[config.mk]
export PLATFORM = sky130hd
export DESIGN_NAME = button_press_classifier_unit
export DESIGN_NICKNAME = d
export VERILOG_FILES = /design/src/hw/rtl/bpc_pkg.sv /design/src/hw/rtl/bpc_button.sv /design/src/hw/rtl/button_press_classifier_unit.sv
export SDC_FILE = /design/constraint.sdc
export NUM_CORES = 1
export LEC_CHECK = 0
export BUFFER_PORTS_ARGS = -buffer_cell sky130_fd_sc_hd__clkbuf_2
export CAP_MARGIN = 20
export CORE_MARGIN = 4
export CORE_UTILIZATION = 60
export DETAILED_ROUTE_END_ITERATION = 8
export PLACE_DENSITY_LB_ADDON = 0.2
export RECOVER_POWER = 50
export SYNTH_ARGS = -nofsm -noshare
export SYNTH_HDL_FRONTEND = slang
export SYNTH_HIERARCHICAL = 1
export SYNTH_SLANG_ARGS = --single-unit
[constraint.sdc]
create_clock -name clock -period 9.3 [get_ports clock]
set_input_delay 0 -clock clock [delete_from_list [all_inputs] [get_ports clock]]
set_output_delay 0 -clock clock [all_outputs]
set_load 0.01 [all_outputs]
[src/hw/rtl/bpc_pkg.sv]
// bpc_pkg: shared types, codes and constants of the button press classifier
// depends on nothing; imported by bpc_button and button_press_classifier_unit
package bpc_pkg;

   localparam int INTERVAL_W  = 8;
   localparam int TIMER_W     = 16;
   localparam int EVT_W       = 2;
   localparam int CSR_INDEX_W = 2;
   localparam int CSR_DATA_W  = 16;

   localparam logic [INTERVAL_W-1:0] SAMPLE_INTERVAL_RST = 8'd50;
   localparam logic [TIMER_W-1:0]    DOUBLE_WINDOW_RST   = 16'd300;
   localparam logic [TIMER_W-1:0]    LONG_TIME_RST       = 16'd1000;

   // register indexes on the csr port
   localparam logic [CSR_INDEX_W-1:0] CSR_SAMPLE_INTERVAL = 2'd0;
   localparam logic [CSR_INDEX_W-1:0] CSR_DOUBLE_WINDOW   = 2'd1;
   localparam logic [CSR_INDEX_W-1:0] CSR_LONG_TIME       = 2'd2;

   // per-button classification progress
   typedef enum logic [2:0] {
      PROG_IDLE   = 3'd0,
      PROG_FIRST  = 3'd1,
      PROG_SINGLE = 3'd4,
      PROG_LONG   = 3'd5,
      PROG_DOUBLE = 3'd6
   } progress_type;

   // reported event codes
   typedef enum logic [EVT_W-1:0] {
      EVT_NONE   = 2'd0,
      EVT_SINGLE = 2'd1,
      EVT_DOUBLE = 2'd2,
      EVT_LONG   = 2'd3
   } event_type;

   // controls shared by all button slices
   typedef struct packed {
      logic               fire;
      logic               sample;
      logic [TIMER_W-1:0] long_time;
      logic [TIMER_W-1:0] threshold;
   } button_ctrl_type;

   function automatic logic is_pending(input progress_type p);
      return (p == PROG_SINGLE) || (p == PROG_LONG) || (p == PROG_DOUBLE);
   endfunction

   function automatic event_type code_of(input progress_type p);
      event_type c;
      case (p)
         PROG_SINGLE: c = EVT_SINGLE;
         PROG_DOUBLE: c = EVT_DOUBLE;
         PROG_LONG:   c = EVT_LONG;
         default:     c = EVT_NONE;
      endcase
      return c;
   endfunction

endpackage

[src/hw/rtl/bpc_button.sv]
// bpc_button: state and next-state logic of one button (progress, timer, last level)
// depends on bpc_pkg
module bpc_button
   import bpc_pkg::*;
(
   input  logic            clock,
   input  logic            reset,
   input  button_ctrl_type ctrl,
   input  logic            level,
   input  logic            ack,
   output event_type       event_code
);

   progress_type       progress_ff, progress_in;
   logic [TIMER_W-1:0] timer_ff, timer_in;
   logic               last_level_ff, last_level_in;

   progress_type       prog_ack;
   logic [TIMER_W-1:0] timer_s;

   always_comb begin
      prog_ack      = (ack && is_pending(progress_ff)) ? PROG_IDLE : progress_ff;
      progress_in   = prog_ack;
      timer_s       = timer_ff;
      last_level_in = last_level_ff;
      if (ctrl.sample) begin
         last_level_in = level;
         // press edge, ignored while an event is pending
         if (last_level_ff && !level && !is_pending(prog_ack)) begin
            case (prog_ack)
               PROG_IDLE: begin
                  progress_in = PROG_FIRST;
                  timer_s     = ctrl.long_time;
               end
               PROG_FIRST: begin
                  progress_in = (timer_ff > ctrl.threshold) ? PROG_DOUBLE : PROG_SINGLE;
               end
               default: ;
            endcase
         end
         if (progress_in == PROG_FIRST && timer_s == '0) begin
            progress_in = PROG_LONG;
         end
         if (progress_in == PROG_FIRST && timer_s < ctrl.threshold && level) begin
            progress_in = PROG_SINGLE;
         end
      end
      timer_in = (timer_s == '0) ? timer_s : timer_s - TIMER_W'(1);
   end

   assign event_code = code_of(progress_in);

   always_ff @(posedge clock) begin
      if (reset) begin
         progress_ff   <= PROG_IDLE;
         timer_ff      <= '0;
         last_level_ff <= 1'b0;
      end else if (ctrl.fire) begin
         progress_ff   <= progress_in;
         timer_ff      <= timer_in;
         last_level_ff <= last_level_in;
      end
   end

endmodule

[src/hw/rtl/button_press_classifier_unit.sv]
// button_press_classifier_unit: top level, input register, sample countdown,
// csr registers, result register; depends on bpc_pkg and bpc_button
//
//   channel | direction | word
//   --------+-----------+----------------------------------------------------
//   req     | in        | one tick: button levels, acknowledges
//   rsp     | out       | one word per tick: 2-bit event code per button
//   csr     | in        | register write: index, data
//
// one word per cycle sustained while rsp is not stalled; a rsp word passes the input
// register and is then classified into the result register
// the result register frees in the same cycle rsp takes its word, so the
// input register and req_tready keep moving while rsp is not stalled
// a rsp stall holds both stages; req_tready drops once the input register fills
// synchronous active-high reset: csr registers to defaults, buttons idle,
// sample countdown zero (first tick samples), both stages empty
module button_press_classifier_unit
   import bpc_pkg::*;
#(
   parameter int BUTTONS = 2
)(
   input  logic                                   clock,
   input  logic                                   reset,
   // req tdata: button_levels [BUTTONS-1:0], acknowledges [2*BUTTONS-1:BUTTONS], zero fill
   input  logic                                   req_tvalid,
   output logic                                   req_tready,
   input  logic [((2*BUTTONS+7)/8)*8-1:0]         req_tdata,
   // rsp tdata: button_events [2*BUTTONS-1:0] (2 bits per button), zero fill
   output logic                                   rsp_tvalid,
   input  logic                                   rsp_tready,
   output logic [((2*BUTTONS*EVT_W/2+7)/8)*8-1:0] rsp_tdata,
   input  logic                                   csr_valid,
   output logic                                   csr_ready,
   input  logic [CSR_INDEX_W-1:0]                 csr_index,
   input  logic [CSR_DATA_W-1:0]                  csr_wdata
);

   localparam int IN_W  = 2*BUTTONS;
   localparam int EV_W  = EVT_W*BUTTONS;

   // csr registers
   logic [INTERVAL_W-1:0] sample_interval_ff;
   logic [TIMER_W-1:0]    double_window_ff;
   logic [TIMER_W-1:0]    long_time_ff;

   // input register
   logic                  s1_valid_ff;
   logic [IN_W-1:0]       s1_data_ff;

   // result register
   logic                  rsp_valid_ff;
   logic [EV_W-1:0]       rsp_events_ff;

   logic [INTERVAL_W-1:0] countdown_ff, countdown_in;
   logic [INTERVAL_W-1:0] countdown_dec;
   logic                  sample;
   logic                  out_free;
   logic                  fire;
   logic [EV_W-1:0]       events;
   button_ctrl_type       button_ctrl;

   // handshake: result slot frees as rsp takes its word
   assign out_free   = !rsp_valid_ff || rsp_tready;
   assign fire       = s1_valid_ff && out_free;
   assign req_tready = !s1_valid_ff || out_free;
   assign csr_ready  = 1'b1;
   assign rsp_tvalid = rsp_valid_ff;

   always_comb begin
      rsp_tdata         = '0;
      rsp_tdata[EV_W-1:0] = rsp_events_ff;
   end

   // csr writes, always accepted; the sender must issue them only with no word in flight
   always_ff @(posedge clock) begin
      if (reset) begin
         sample_interval_ff <= SAMPLE_INTERVAL_RST;
         double_window_ff   <= DOUBLE_WINDOW_RST;
         long_time_ff       <= LONG_TIME_RST;
      end else if (csr_valid && csr_ready) begin
         unique case (csr_index)
            CSR_SAMPLE_INTERVAL: sample_interval_ff <= csr_wdata[INTERVAL_W-1:0];
            CSR_DOUBLE_WINDOW:   double_window_ff   <= csr_wdata;
            CSR_LONG_TIME:       long_time_ff       <= csr_wdata;
            default: ;
         endcase
      end
   end

   // shared sample countdown: decrement, sample and reload on reaching zero
   always_comb begin
      countdown_dec = (countdown_ff == '0) ? countdown_ff : countdown_ff - INTERVAL_W'(1);
      sample        = (countdown_dec == '0);
      countdown_in  = sample ? sample_interval_ff : countdown_dec;
   end

   // double threshold saturates at zero when the window covers the hold time
   always_comb begin
      button_ctrl.fire      = fire;
      button_ctrl.sample    = sample;
      button_ctrl.long_time = long_time_ff;
      button_ctrl.threshold = (double_window_ff >= long_time_ff) ? '0
                              : long_time_ff - double_window_ff;
   end

   for (genvar b = 0; b < BUTTONS; b++) begin : g_button
      event_type code;
      bpc_button u_button (
         .clock      (clock),
         .reset      (reset),
         .ctrl       (button_ctrl),
         .level      (s1_data_ff[b]),
         .ack        (s1_data_ff[BUTTONS+b]),
         .event_code (code)
      );
      assign events[EVT_W*b +: EVT_W] = code;
   end

   // control registers
   always_ff @(posedge clock) begin
      if (reset) begin
         s1_valid_ff  <= 1'b0;
         rsp_valid_ff <= 1'b0;
         countdown_ff <= '0;
      end else begin
         if (req_tready) begin
            s1_valid_ff <= req_tvalid;
         end
         if (out_free) begin
            rsp_valid_ff <= s1_valid_ff;
         end
         if (fire) begin
            countdown_ff <= countdown_in;
         end
      end
   end

   // payload registers
   always_ff @(posedge clock) begin
      if (req_tvalid && req_tready) begin
         s1_data_ff <= req_tdata[IN_W-1:0];
      end
      if (fire) begin
         rsp_events_ff <= events;
      end
   end

`ifndef ASSERT_OFF
   // a new result only comes from a filled input register
   a_rsp_from_s1: assert property (@(posedge clock) disable iff (reset)
      (!rsp_valid_ff || rsp_tready) && !s1_valid_ff |=> !rsp_valid_ff)
      else $error("result appeared without an input word");

   // req is only blocked by a full input register behind a stalled result
   a_ready_stall: assert property (@(posedge clock) disable iff (reset)
      !req_tready |-> s1_valid_ff && rsp_valid_ff && !rsp_tready)
      else $error("req blocked without a stall");

   // a sampling tick reloads the countdown with the interval
   a_reload: assert property (@(posedge clock) disable iff (reset)
      fire && sample |=> countdown_ff == $past(sample_interval_ff))
      else $error("countdown not reloaded on sample");

   // countdown holds while no tick is processed
   a_countdown_hold: assert property (@(posedge clock) disable iff (reset)
      !fire |=> $stable(countdown_ff))
      else $error("countdown moved without a tick");
`endif

endmodule

# Word-level counts from Yosys, hierarchy flattened
# Index checks and enable logic that the tools add are counted.
# classes
addsub,4
muxes,33
eq_ne,26
n_lt_le_gt_ge,5
reduce_logical,43
# op_table
cell,n
$mux W16,11
$logic_not A16 Y1,4
$eq A3 B3 Y1 const B,18
$mux W3,14
$gt A16 B16 Y1,2
$lt A16 B16 Y1,2
$sub A16 B1 Y16 const B,2
$eq A3 B1 Y1 const B,6
$ge A16 B16 Y1,1
$logic_not A8 Y1,2
$mux W8,2
$sub A16 B16 Y16,1
$logic_and A1 B1 Y1,14
$pmux W2 S3,2
$pmux W3 S2,2
$logic_or A1 B1 Y1,10
$reduce_and A2 Y1,4
$sub A8 B1 Y8 const B,1
$logic_not A1 Y1,6
$logic_not A3 Y1,2
$mux W2,2
$eq A2 B1 Y1 const B,1
$eq A2 B2 Y1 const B,1
$logic_not A2 Y1,1
# word_totals
regBits,98
word_cells,125
output_inout_bits,11

# Depth between registers and ports, before layout
# Gate-level depths: netlist of the first run.
# depth
word_depth,23
ltp_mapped,19
ltp_nobuf,18

# Hierarchy
# Netlist of the first run, hierarchy kept.
# by_module_without_submodules
module,seq_area_each_um2,area_per_inst_um2,cells_per_inst,instances
button_press_classifier_unit,1241.2,3409.5,431,1
bpc_button at g_button[1].u_button,400.4,2975.4,389,1
bpc_button at g_button[0].u_button,400.4,2959.1,410,1

# Least setup slack after synthesis of the first run
# No wires, ideal clock.
# synth_timing
path_kind,register to register
start,register long_time_ff[0]
end,register g_button[0].u_button.progress_ff[0]
path_stages_with_launch,19
setup_slack_ps,4937
n_path_buf,0
arrival_time_ps,4245
synth_period_minus_slack_ps,4363
cell_sequence,dfxtp_1 inv_1 ha_1 fa_1 nor2b_1 o31a_1 o21ai_0 a211oi_1 o31ai_2 a2111oi_0 inv_1 ha_1 a21o_1 a21o_1 a2111oi_0 o221ai_1 a311oi_1 o211ai_1 a32o_1
# synth_rtl
item,line,text
"start, declared",button_press_classifier_unit.sv:44,logic [TIMER_W-1:0] long_time_ff;
"start signal, assigned",button_press_classifier_unit.sv:84,CSR_LONG_TIME: long_time_ff <= csr_wdata;
"end signal, assigned",bpc_button.sv:59,progress_ff <= progress_in;
"end, declared",bpc_button.sv:14,"progress_type progress_ff, progress_in;"

==> impl_metrics.py, run 1 <==
metrics = {
    "sta": {
        "rsz0062_at_grt": "no",
        "fin_crit_ns": 5.989,
        "setup_viol": 0,
        "slew_headroom": -1.539,
        "holdWs_ns": 0.2181,
        "skew_ns": 0.01505,
        "worstMarginPinSlew_ns": 3.809,
        "fin_setup_tns_ns": 0,
        "finalHoldViolCount": 0,
        "timing.final.max_slew_violations": 112,
        "timing.fmax_mhz": 167.0,
        "min_period_over_period": 0.6440,
    },
    "clocking": {
        "clk_latency_ns": 0.37,
        "cts_buffer_depth": 2,
        "clk_pin_slew_ns": 0.07,
        "root_buffer": "clkbuf_16",
        "ctsHtreeMaxLevel": 3,
        "clock_sinks": 98,
        "cts_tree": "done",
        "cts_buffers": 9,
    },
    "logic_synthesis": {
        "yosys.area.top_type": "dfxtp_1",
        "ys_seq_elements": 98,
        "synthArstFlopShare": 0,
        "netlist_instances": 1230,
        "yosysUniqueCellTypes": 100,
        "syn_area_um2": 9344,
        "yosysSeqAreaShare": 0.2185,
        "yosys.area.top_type_share": 0.1928,
        "synth_ff_type": "dfxtp_1",
        "synth_enable_flop_cells": 8,
        "synth.yosys.warnings": 6,
        "yosys-top-cells-area": "dfxtp_1 19%, ha_1 11%, nand2_1 6.6%",
        "syn_avg_cell_area_um2": 7.597,
    },
    "placed_design": {
        "dp_hpwl_mm": 19.57,
        "routabilityCongestion": 0.9379,
        "io_buffers": 32,
    },
    "setup_path": {
        "rr_startpoint": "long_time_ff[2]",
        "worstPathArrival_ns": 6.25,
        "cp-end-kind": "flop",
        "r2r_slack_ns": 3.31,
        "crit_required_ns": 9.56,
        "path_class": "flop to flop",
        "start_kind": "flop",
        "r2r_cells": 17,
        "r2r_end": "g_button[0].u_button/progress_ff[0]",
        "critPathMaxFanout": 16,
    },
    "drt": {
        "drc": 0,
        "first_iter_violations": 1055,
        "viasPerCell": 6.709,
        "num_vias": 9581,
        "drt-total-wl_mm": 27.25,
        "wl_per_cell_um": 19.08,
        "antenna_left": 0,
        "dr.pass1.iters": 6,
    },
    "final_layout": {
        "syn2layout_area_growth_pct": 6.521,
        "fill_cells": 1360,
        "multiInputGateArea_um2": 6704,
        "register_area_um2": 2042,
        "antenna_cells": 0,
        "nets": 1352,
        "final_layout_size_suffix_gt1_frac": 0.08468,
    },
    "floorplan": {
        "die_x_um": 132.8,
        "row_count": 45,
        "dieHeight_um": 132.8,
        "initial_core_util": 0.6147,
        "fp.dieArea_um2": 17630,
        "boundaryPins": 42,
        "fp.coreArea_um2": 15200,
    },
    "global_route": {
        "grt_pass1_vias": 8507,
        "track_usage": 0.3000,
        "grt_overflow": 0,
        "grt_antenna_before_repair": 0,
        "grt_max_degree": 85,
        "grt_pass1_wl_mm": 43.69,
    },
    "run": {
        "maxCapViolCount": 2,
    },
    "hold_path": {
        "worstHoldPathCells": 5,
        "holdPathEnd": "sample_interval_ff[7]",
        "hp-class": "input pin to flop",
        "holdCritStartpoint": "csr_index[1]",
    },
    "outcome": {
        "violations": "max-capacitance violations, max-slew violations",
        "status": "finished with violations",
    },
    "power": {
        "powerDensity_nw_per_um2": 249.9,
        "ir_drop_uv": 136.9,
        "p_leak_nw": 4.097,
    },
}
[repair_timing]
action / 4_1_cts / 5_1_grt
endpoints found under the hold margin: 46 / 0
gates resized for setup: 0 / 0
setup buffers: 0 / 0
hold buffers: 22 / 0
[metrics by stage]
stage | instances | total power [mW] | cell area, um2 | worst slack (ns) | utilization
floorplan | 1233 | 1.769 | 9355 | 4.937 | -
global placement | 1389 | 2.020 | 9453 | 3.442 | 0.6218
detailed placement | 1389 | 2.051 | 9453 | 3.358 | 0.6218
CTS | 1426 | 2.436 | 9948 | 3.183 | 0.6544
global route | 1428 | 2.663 | 9953 | 3.167 | 0.6547
finish | 1428 | 2.487 | 9953 | 3.311 | 0.6547
[worst max path at each step]
stage | start | to | slack [ns] | depth (start not counted)
after global routing | long_time_ff[2] | rsp_events_ff[3] | 3.17 | 17
after global placement | long_time_ff[0] | g_button[0].u_button/progress_ff[0] | 3.44 | 18
after CTS | long_time_ff[0] | g_button[0].u_button/progress_ff[0] | 3.18 | 18
final | long_time_ff[2] | g_button[0].u_button/progress_ff[0] | 3.31 | 17
after floorplan | long_time_ff[0] | g_button[0].u_button/progress_ff[0] | 4.94 | 18
after detailed placement | long_time_ff[0] | g_button[0].u_button/progress_ff[0] | 3.36 | 18
[registers in the layout, summed over array words and instances (netlist names)]
register / cells
g_button.u_button/timer_ff: 32
double_window_ff: 16
long_time_ff: 16
countdown_ff: 8
sample_interval_ff: 8
g_button.u_button/progress_ff: 6
rsp_events_ff: 4
s1_data_ff: 4
g_button.u_button/last_level_ff: 2
rsp_tvalid: 1
s1_valid_ff: 1
[cells in the final DEF (no fill, tap or decap), drive strengths merged, types with 11 or more instances in the layout]
| cell type | netlist | routed |
|---|---|---|
| a211o | 18 | 18 |
| a211oi | 24 | 24 |
| a21o | 23 | 23 |
| a21oi | 91 | 91 |
| a31oi | 11 | 11 |
| and3 | 15 | 15 |
| clkbuf | 43 | 41 |
| dfxtp | 90 | 90 |
| dlygate4sd3 | 0 | 22 |
| ha | 84 | 84 |
| inv | 69 | 73 |
| mux2 | 22 | 22 |
| mux2i | 30 | 30 |
| nand2 | 168 | 168 |
| nand2b | 11 | 11 |
| nand3 | 34 | 34 |
| nand3b | 16 | 16 |
| nand4 | 27 | 27 |
| nor2 | 102 | 102 |
| nor2b | 20 | 20 |
| nor3 | 36 | 36 |
| nor4 | 22 | 22 |
| o21ai | 65 | 65 |
| or3 | 11 | 11 |
| xnor2 | 12 | 12 |
[logic make-up (layout without fill, tap and decap cells)]
logic type	after synthesis	in the layout	share of synthesized area
and+or+nand+nor	506	506	0.2783
other	2	5	0.0008037
AOI/OAI and AO/OA	332	332	0.2464
DFF	98	98	0.2185
buffers and inverters	140	147	0.06521
adders and majority gates	85	85	0.1146
xor gates and xnor gates	15	15	0.01406
muxes	52	52	0.06213
[cell type report]
cell class / instances / share of cell area
multi-input combinational: 995 / 0.6735
sequential: 98 / 0.2052
timing repair buffer: 61 / 0.04324
inverter: 71 / 0.02678
tap: 188 / 0.02363
clock buffer: 9 / 0.02263
clock inverter: 6 / 0.005028
[Yosys cell counts, types with 12 or more instances]
library cell,number
clkbuf_1,43
nor4_1,18
inv_1,68
nand2_1,165
a211o_1,18
nand3_1,34
nand3b_1,16
nand4_1,27
and3_1,14
xnor2_1,12
mux2_2,15
nor3_1,32
a21oi_1,87
a21o_1,21
a211oi_1,24
mux2i_1,28
nor2_1,99
nor2b_1,20
ha_1,84
o21ai_0,61
dfxtp_1,90
[power by group]
group          total (mW)  switching [mW]  leakage [nW]  internal [mW]
combinational        1.50           0.885          3.15          0.614
sequential          0.614           0.127         0.812          0.487
clock               0.374           0.190         0.136          0.185
total                2.49            1.20          4.10           1.29
[critical path: stages, from the launching register on]
cell            delay [ns]
dfxtp_1               0.76
ha_1                  0.42
nor2b_1               0.19
o31a_1                0.29
o21ai_0               0.28
a211oi_1              0.13
o31ai_2               0.87
a2111oi_0             0.13
dlymetal6s2s_1        0.26
inv_1                 0.10
ha_1                  0.25
a21o_1                0.18
a21o_1                0.16
a2111oi_0             0.69
o221ai_1              0.19
a311oi_1              0.54
o211ai_1              0.19
a32o_1                0.25
[per-layer routing]
layer,track usage,vias up,share of wire
met1,0.4084,4406,0.42
met2,0.4732,526,0.45
met5,0,-,0
met3,0.05703,86,0.096
li1,-,4563,-
met4,0.1103,0,0.034
No activity file was read; power rests on OpenSTA's default activity.
==> run 2, diff against run 1 <==
--- a/config.mk
+++ b/config.mk
@@ -5,6 +5,7 @@
 export SDC_FILE = /design/constraint.sdc
 export NUM_CORES = 1
 export LEC_CHECK = 0
+export ABC_AREA = 1
 export BUFFER_PORTS_ARGS = -buffer_cell sky130_fd_sc_hd__clkbuf_2
 export CAP_MARGIN = 20
 export CORE_MARGIN = 4
==> constraint.sdc (replaced) <==
create_clock -name clock -period 5.6 [get_ports clock]
set_input_delay 0 -clock clock [delete_from_list [all_inputs] [get_ports clock]]
set_output_delay 0 -clock clock [all_outputs]
set_load 0.01 [all_outputs]
==> run 2 against run 1 <==
Effect of this change: the run now ends clean; non-clock buffer count rose by 1; clock skew fell by 0.0067 ns; via count fell by 4.0%; critical path type unchanged; critical endpoint is now rsp_events_ff[1]; highest routed layer unchanged.
==> impl_metrics.py, run 2 <==
metrics = {
    "clocking": {
        "ctsHtreeMaxLevel": 3,
        "clk_pin_slew_ns": 0.08,
        "cts_tree": "done",
        "root_buffer": "clkbuf_16",
        "clock_sinks": 98,
        "cts_setup_buffers": 0,
        "cts_resized": 0,
        "cts_buffer_depth": 2,
        "ctsHoldBuffers": 22,
        "cts_buffers": 9,
        "clk_latency_ns": 0.36,
    },
    "sta": {
        "fin_crit_ns": 4.213,
        "timing.final.max_slew_violations": 0,
        "setup_viol": 0,
        "worstMarginPinSlew_ns": 1.430,
        "slew_headroom": 0.04690,
        "min_period_over_period": 0.7524,
        "skew_ns": 0.008351,
        "rsz0062_at_grt": "no",
        "timing.fmax_mhz": 237.4,
        "holdWs_ns": 0.02090,
        "fin_setup_tns_ns": 0,
        "finalHoldViolCount": 0,
    },
    "logic_synthesis": {
        "synthArstFlopShare": 0,
        "yosys.area.top_type": "dfxtp_1",
        "syn_avg_cell_area_um2": 6.437,
        "ys_seq_elements": 98,
        "synth.yosys.warnings": 6,
        "yosysSeqAreaShare": 0.2237,
        "yosys-top-cells-area": "dfxtp_1 20%, nand2_1 16%, ha_1 12%",
        "synth_enable_flop_cells": 8,
        "syn_area_um2": 9128,
        "synth_ff_type": "dfxtp_1",
        "yosysUniqueCellTypes": 58,
        "netlist_instances": 1418,
        "yosysMostFrequentCell": "nand2_1",
        "synth_common_cells": "394 x nand2_1, 167 x inv_1, 109 x a21oi_1",
        "yosys.area.top_type_share": 0.1974,
    },
    "setup_path": {
        "r2r_slack_ns": 1.39,
        "cp-end-kind": "flop",
        "slowest_delay_ns": 0.43,
        "crit_slowest_cell": "dfxtp_1",
        "crit_required_ns": 5.72,
        "path_class": "flop to flop",
        "critPathMaxFanout": 15,
        "start_kind": "flop",
        "cpMostUsedCell": "nand2_1",
        "worstPathArrival_ns": 4.34,
    },
    "floorplan": {
        "fp.dieArea_um2": 17250,
        "boundaryPins": 42,
        "dieHeight_um": 131.3,
        "fp.coreArea_um2": 14700,
        "initial_core_util": 0.6210,
        "die_x_um": 131.3,
        "row_count": 44,
    },
    "final_layout": {
        "final_cell_mix": "394 x nand2_1, 166 x inv_1, 109 x a21oi_1, 107 x nor2_1, 90 x dfxtp_1",
        "largest_reg_flops": 32,
        "final_layout_size_suffix_gt1_frac": 0.1223,
        "largest-register": "g_button.u_button/timer_ff",
        "nets": 1566,
        "fill_cells": 1346,
        "reg_top3": "g_button.u_button/timer_ff: 32 flops, double_window_ff: 16 flops, long_time_ff: 16 flops",
        "syn2layout_area_growth_pct": 7.937,
        "mostFrequentLayoutCell": "nand2_1",
        "antenna_cells": 0,
    },
    "hold_path": {
        "hp-class": "input pin to flop",
    },
    "drt": {
        "drc": 0,
        "wl_per_cell_um": 15.15,
        "drt-total-wl_mm": 24.84,
        "antenna_left": 0,
        "first_iter_violations": 914,
        "viasPerCell": 5.610,
        "num_vias": 9194,
        "dr.pass1.iters": 6,
    },
    "global_route": {
        "grt_pass1_wl_mm": 41.14,
        "track_usage": 0.2870,
        "use_met1": 0.3758,
        "met3_usage": 0.04702,
        "grt_overflow": 0,
        "use_met2": 0.4747,
        "grt_max_degree": 56,
        "top_usage_layer": "met2",
        "grt_pass1_vias": 8334,
        "grt_antenna_before_repair": 0,
    },
    "power": {
        "power_frac_clock": 0.247,
        "pwr-share-comb": 0.456,
        "powerDensity_nw_per_um2": 276.6,
        "swShare": 0.4297,
        "p_seq_frac": 0.297,
        "ir_drop_uv": 201.5,
        "p_int_mw": 1.554,
        "p_leak_nw": 4.978,
        "p_switching_mw": 1.171,
    },
    "placed_design": {
        "routabilityCongestion": 0.9727,
        "io_buffers": 32,
        "dp_hpwl_mm": 19.05,
    },
    "outcome": {
        "status": "finished clean",
    },
    "run": {
        "maxCapViolCount": 0,
    },
}
## run 2: final timing paths
kind / from / end / cells past startpoint
hold / removal: csr_index[1] / double_window_ff[2] / 3
hold reg to reg: g_button[1].u_button/last_level_ff / g_button[1].u_button/last_level_ff / 2
setup reg to reg: long_time_ff[0] / rsp_events_ff[1] / 26
setup / recovery: long_time_ff[0] / rsp_events_ff[1] / 26
## run 2: cell families (layout without fill, tap and decap cells)
logic type               Yosys count  in the layout  synth area share
AO/OA/AOI/OAI                    284            284            0.1831
XOR/XNOR                          19             19           0.01823
adder cells (fa/ha/maj)           85             85            0.1173
buffers and inverters            220            254            0.1016
flip-flops                        98             98            0.2237
other                              2              5         0.0008228
AND/OR/NAND/NOR                  710            710            0.3552
## run 2: per-stage QoR
stage / util / power, mW / instances / instance area [um2] / setup slack (ns)
after floorplan: - / 1.770 / 1421 / 9139 / 2.284
after global placement: 0.6343 / 2.006 / 1600 / 9324 / 1.480
after detailed placement: 0.6343 / 2.030 / 1600 / 9324 / 1.422
after CTS: 0.6711 / 2.721 / 1638 / 9864 / 1.409
after global routing: 0.6702 / 2.938 / 1639 / 9852 / 1.054
final: 0.6702 / 2.725 / 1639 / 9852 / 1.387
## run 2: area by class of cell
cell class	count	area, um2	area share
Tap cell	184	230.2	0.02337
Timing Repair Buffer	62	420.4	0.04267
Clock inverter	7	95.09	0.009652
Sequential cell	98	2042	0.2073
Clock buffer	9	225.2	0.02286
Multi-Input combinational cell	1103	6176	0.6269
Inverter	176	663.1	0.06731
## run 2: power by group through the flow
stage / clock [mW] / sequential (mW) / combinational [mW]
final: 0.673 / 0.808 / 1.24
after floorplan: 0 / 0.802 / 0.968
after detailed placement: 0 / 0.822 / 1.21
after global routing: 0.722 / 0.814 / 1.40
after global placement: 0 / 0.821 / 1.18
after CTS: 0.686 / 0.807 / 1.23
## run 2: worst max-delay path, delay by kind of cell (launching register included)
| kind | cells | cell delay, ns |
|---|---|---|
| buf+inv | 3 | 0.28 |
| simple gates | 18 | 2.01 |
| fa+ha+maj | 3 | 0.94 |
| compound gates | 2 | 0.31 |
| flops | 1 | 0.43 |
## run 2: layer usage
layer,share of wire,wire [um],vias to the layer above
met2,0.45,11290,280
li1,-,-,4719
met4,0.039,978,0
met1,0.45,11150,4141
met3,0.057,1420,54
met5,0,0,-
